File: src/hw/rtl/isra_pkg.sv
package isra_pkg;

	typedef struct packed {
		logic        opcode;
		logic [3:0]  target_index;
		logic [7:0]  band_index;
		logic [15:0] value;
	} isra_in_t;

	typedef struct packed {
		logic [3:0]  out_target;
		logic [31:0] abundance;
		logic        zero_denominator;
		logic        last;
	} isra_out_t;

	localparam logic OP_LOAD   = 1'b0;
	localparam logic OP_SAMPLE = 1'b1;

	localparam logic [1:0] REG_BANDS  = 2'd0;
	localparam logic [1:0] REG_TARGETS = 2'd1;
	localparam logic [1:0] REG_ITERS  = 2'd2;

	typedef enum logic [3:0] {
		ST_IDLE,
		ST_NUM,
		ST_NUM_END,
		ST_REC,
		ST_REC_END,
		ST_DEN,
		ST_DEN_END,
		ST_DIV_START,
		ST_DIV_WAIT,
		ST_EMIT
	} isra_state_t;

	// Control between sequencer and the shared MAC.
	typedef struct packed {
		logic clear;
		logic valid;
		logic mode;
	} isra_mac_ctl_t;

endpackage

File: src/hw/rtl/isra_mac.sv
module isra_mac
	import isra_pkg::*;
(
	input  logic          clk,
	input  logic          arst_n,
	input  isra_mac_ctl_t ctl,
	input  logic [15:0]   op_a,
	input  logic [63:0]   op_b,
	output logic [63:0]   acc
);
	// mode 0: 16x32 product (b below 2^32); mode 1: 16x64 product, saturated.
	logic [15:0] a_s1;
	logic [63:0] b_s1;
	logic        v_s1, m_s1, c_s1;
	logic [47:0] p_lo_s2;
	logic [47:0] p_hi_s2;
	logic        v_s2, c_s2;
	logic [80:0] prod;
	logic [63:0] term;
	logic [64:0] sum;
	logic [63:0] acc_q;

	always_ff @(posedge clk or negedge arst_n) begin
		if (!arst_n) begin
			v_s1 <= 1'b0;
			c_s1 <= 1'b0;
			v_s2 <= 1'b0;
			c_s2 <= 1'b0;
			acc_q <= '0;
		end else begin
			v_s1 <= ctl.valid;
			c_s1 <= ctl.clear;
			v_s2 <= v_s1;
			c_s2 <= c_s1;
			if (c_s2) begin
				acc_q <= '0;
			end else if (v_s2) begin
				acc_q <= sum[64] ? '1 : sum[63:0];
			end
		end
	end

	always_ff @(posedge clk) begin
		a_s1 <= op_a;
		b_s1 <= op_b;
		m_s1 <= ctl.mode;
		p_lo_s2 <= {16'd0, a_s1} * {16'd0, b_s1[31:0]};
		p_hi_s2 <= m_s1 ? ({16'd0, a_s1} * {16'd0, b_s1[63:32]}) : 48'd0;
	end

	assign prod = {1'b0, p_hi_s2, 32'd0} + {33'd0, p_lo_s2};
	assign term = (prod[80:64] != 17'd0) ? '1 : prod[63:0];
	assign sum  = {1'b0, acc_q} + {1'b0, term};
	assign acc  = acc_q;
endmodule

File: config.mk
export PLATFORM = sky130hd
export DESIGN_NAME = isra_mac
export DESIGN_NICKNAME = d
export VERILOG_FILES = /design/src/hw/rtl/isra_pkg.sv /design/src/hw/rtl/isra_mac.sv
export SDC_FILE = /design/constraint.sdc
export NUM_CORES = 2
export LEC_CHECK = 0
export BUFFER_PORTS_ARGS = -buffer_cell sky130_fd_sc_hd__buf_4
export CAP_MARGIN = 20
export CORE_ASPECT_RATIO = 1.25
export CORE_MARGIN = 2
export CORE_UTILIZATION = 45
export DETAILED_ROUTE_END_ITERATION = 12
export PLACE_DENSITY_LB_ADDON = 0.15
export SYNTH_ARGS = -nofsm -noshare
export SYNTH_HDL_FRONTEND = slang
export SYNTH_SLANG_ARGS = --single-unit
File: constraint.sdc
create_clock -name clk -period 12.15 [get_ports clk]
set_input_delay 0.6075 -clock clk [delete_from_list [all_inputs] [get_ports clk]]
set_output_delay 0.6075 -clock clk [all_outputs]
set_load 0.005 [all_outputs]
==> key figures <==
GRT
  – Vias in the first global route: 36,664
  – Largest net degree at the start of global routing: 66
  – Remaining Overflow, GRT: 0
  – Initial antenna violation count: 6
  – First-pass GRT wire length: 203,700 um
  – Total global-route track usage: 25.83%

Clock tree
  – # hold bufs at CTS: 1
  – Total CTS buffers: 34
  – CTS tree: done
  – Deepest clock path buffer count: 3
  – CTS resizes: 0
  – Worst-path clk slew: 0.07 ns
  – CTS root buf: clkbuf_16
  – Setup bufs post-CTS: 0
  – CTS HTree Levels: 2
  – Skew-Pair Late Insertion Delay: 0.60 ns
  – Clk sink count: 245

Synth
  – Post-synth ARST share: 27.76%
  – Most frequent cell after synthesis: inv_1
  – Simple-gate share of the synthesized area: 17.22%
  – EDFF count, synth: 0
  – Commonest cells post-synth: inv_1 (958), nand2_1 (841), fa_1 (838)
  – Compound-Gate Fraction of Synth Area: 9.584%
  – Synth area leader: fa_1
  – Post-synthesis average cell area: 8.670 um^2
  – Mapped cell area: 43,960 um^2
  – Post-synth top area share: 38.17%
  – Main combinational cell family by area after synthesis: adder cells
  – Synth area leaders: fa_1 (38%), ha_1 (9.1%), inv_1 (8.2%), dfxtp_1 (8.1%), nand2_1 (7.2%)
  – Post-synthesis adder-cell area fraction: 47.27%
  – #FFs+latches synth: 245
  – Sequential area share after synthesis: 11.93%
  – Ys flop type: dfxtp_1
  – Synth Area in XOR/XNOR: 3.407%
  – Syn nets: 6,313
  – Synth unique cells: 75
  – Yosys warnings: 0
  – Syn Inst Count: 5,070
  – Mux contribution to synthesized area: 0.09109%

Critical path
  – Crit-path slowest cell: a211oi_1
  – Element type at the critical path end: flop
  – Delay-heaviest family, CP: compound AO/OA/AOI/OAI gates
  – Worst Path Buf+Inv: 3
  – Crit start category: flop
  – CP peak stage delay: 0.66 ns
  – Setup CP Type: reg -> reg
  – CP Depth: 24
  – Crit path from: p_lo_s2[32]
  – Crit-path cells: ha_1 -> fa_1 -> a21o_1 -> a21oi_1 -> o21bai_1 -> nand3_1 -> a311oi_2 -> and4_1 -> o22ai_1 -> a211o_1 -> nor4_4 -> buf_4 -> o21ai_0 -> ha_1 -> and2_1 -> nand4_1 -> or3_1 -> a211o_1 -> a211oi_1 -> o21ai_4 -> buf_4 -> inv_1 -> a21oi_1 -> nor4_1
  – Crit path DAT: 8.46 ns
  – R2R depth: 24
  – Reg2Reg Launch Point: p_lo_s2[32]
  – Worst EP required: 12.61 ns
  – Crit path max fanout: 65

Floorplanning
  – Rows: 128
  – Chip width: 283.5 um
  – Core Footprint: 97,210 um^2
  – IO Pins: 149
  – Die height: 353.4 um
  – Die area: 100,200 um^2
  – Initial core utilization: 45.22%

Timing
  – Tmin final: 7.995 ns
  – Hold Vio Cnt, Final: 0
  – Final Max Slew Viols: 0
  – Final setup viols: 0
  – Slew @ Worst Pin: 1.065 ns
  – Worst clock skew: 0.04532 ns
  – Max_slew headroom: 28.92%
  – RSZ-0062 raised after global routing: no
  – Setup TNS: 0 ns
  – Fmax: 0.1251 GHz
  – Crit share post-route: 65.80%

Place
  – Port Buffers: 148
  – Gp weighted congestion: 0.9080
  – Placed Cells: 6,300
  – DP Wirelength: 95,390 um

Drt
  – DRC viols: 0
  – Initial DRT Pass Iterations: 6
  – Antenna viol nets, final: 0
  – Final wirelength: 126,100 um
  – Initial drt markers: 1,853
  – Metal3 WL: 6841 um
  – Met1 Wirelength: 54,170 um
  – DR WL/cell: 19.82 um
  – Via/cell ratio: 5.332
  – Uppermost layer routed: met5
  – DR WL met2: 61,300 um
  – Via count: 33,936

Layout
  – Syn-to-layout area delta: 7.384%
  – Final #Nets: 6,280
  – Fraction of layout cells with a size suffix above 1: 5.669%
  – Finished Layout Cells: 6,364

Worst hold path
  – Hold path depth: 1
  – HP Class: in -> reg
  – Hold path startpoint: op_b[19]

Job
  – Number of max-cap violations: 0

Status
  – Status: finished, final reports clean
[worst reg2reg max path, stage by stage, from the launching register on]
cell	delay (ns)
dfxtp_1	0.47
ha_1	0.24
fa_1	0.22
a21o_1	0.13
a21oi_1	0.09
o21bai_1	0.29
nand3_1	0.23
a311oi_2	0.63
and4_1	0.29
o22ai_1	0.08
a211o_1	0.27
nor4_4	0.29
buf_4	0.58
o21ai_0	0.31
ha_1	0.48
and2_1	0.24
nand4_1	0.20
or3_1	0.51
a211o_1	0.42
a211oi_1	0.66
o21ai_4	0.17
buf_4	0.35
inv_1	0.46
a21oi_1	0.07
nor4_1	0.16
[per-layer routing]
layer	global-route usage, %	vias up
li1	-	15461
met1	33.90	17228
met2	44.74	1028
met3	3.215	213
met4	7.672	6
met5	0	-
[cell usage in the layout, fill, tap and decap left out, types with 35 or more instances in the layout]
master and count:
nand2b_1 49, o21ai_0 92, fa_1 838, xnor2_1 93
a21oi_1 175, nand3_1 48, inv_1 958, a211oi_1 74
dfxtp_1 161, buf_4 191, dfrtp_1 66, nand4_1 44
ha_1 320, nor2_1 198, clkbuf_16 35, xor2_1 78
nand2_1 841, a21o_1 129, and2_1 341
[registers in the layout (all words and copies together) (netlist names)]
register and count:
a_s1 16, acc 64, b_s1 64, c_s1 1, c_s2 1, m_s1 1
p_hi_s2 48, p_lo_s2 48, v_s1 1, v_s2 1
[cell type report]
cell class                 count  area (um^2)
fill                        9496        50010
multi-input combinational   3606        34120
sequential                   245         5273
inverter                     958         3596
tap                         1300         1627
timing repair buffer         192         1444
clock buffer                  44        979.7
clock inverter                18        162.7
antenna                        1        2.502
[kinds of logic after synthesis]
family / count (synthesis)
and+or+nand+nor: 1634
buffers and inverters: 1219
adders and majority gates: 1158
AOI/OAI and AO/OA: 639
DFF: 245
xor gates and xnor gates: 171
muxes: 4
[through the flow]
| stage | util (%) | hold WS (ns) | setup slack [ns] | cell area (um^2) |
|---|---|---|---|---|
| finish | 48.55 | 0.1064 | 4.155 | 47200 |
| CTS | 48.55 | 0.06282 | 4.081 | 47200 |
| detailed placement | 47.37 | 0.3410 | 4.186 | 46050 |
| global route | 48.55 | 0.08417 | 3.776 | 47200 |
| floorplan | - | 0.3119 | 5.706 | 43960 |
| global placement | 47.37 | 0.3524 | 4.158 | 46050 |
[worst paths after layout]
kind | to | slack [ns]
worst min register to register | c_s2 | 0.36
min in group asynchronous | acc[15] | 0.44
worst min-delay path | b_s1[19] | 0.11
worst max-delay path | acc[57] | 4.16
max in group asynchronous | v_s2 | 10.69
worst max register to register | acc[57] | 4.16
Power is not shown: default switching activity piles up to over one toggle a cycle in this logic, so the estimate is an artifact.
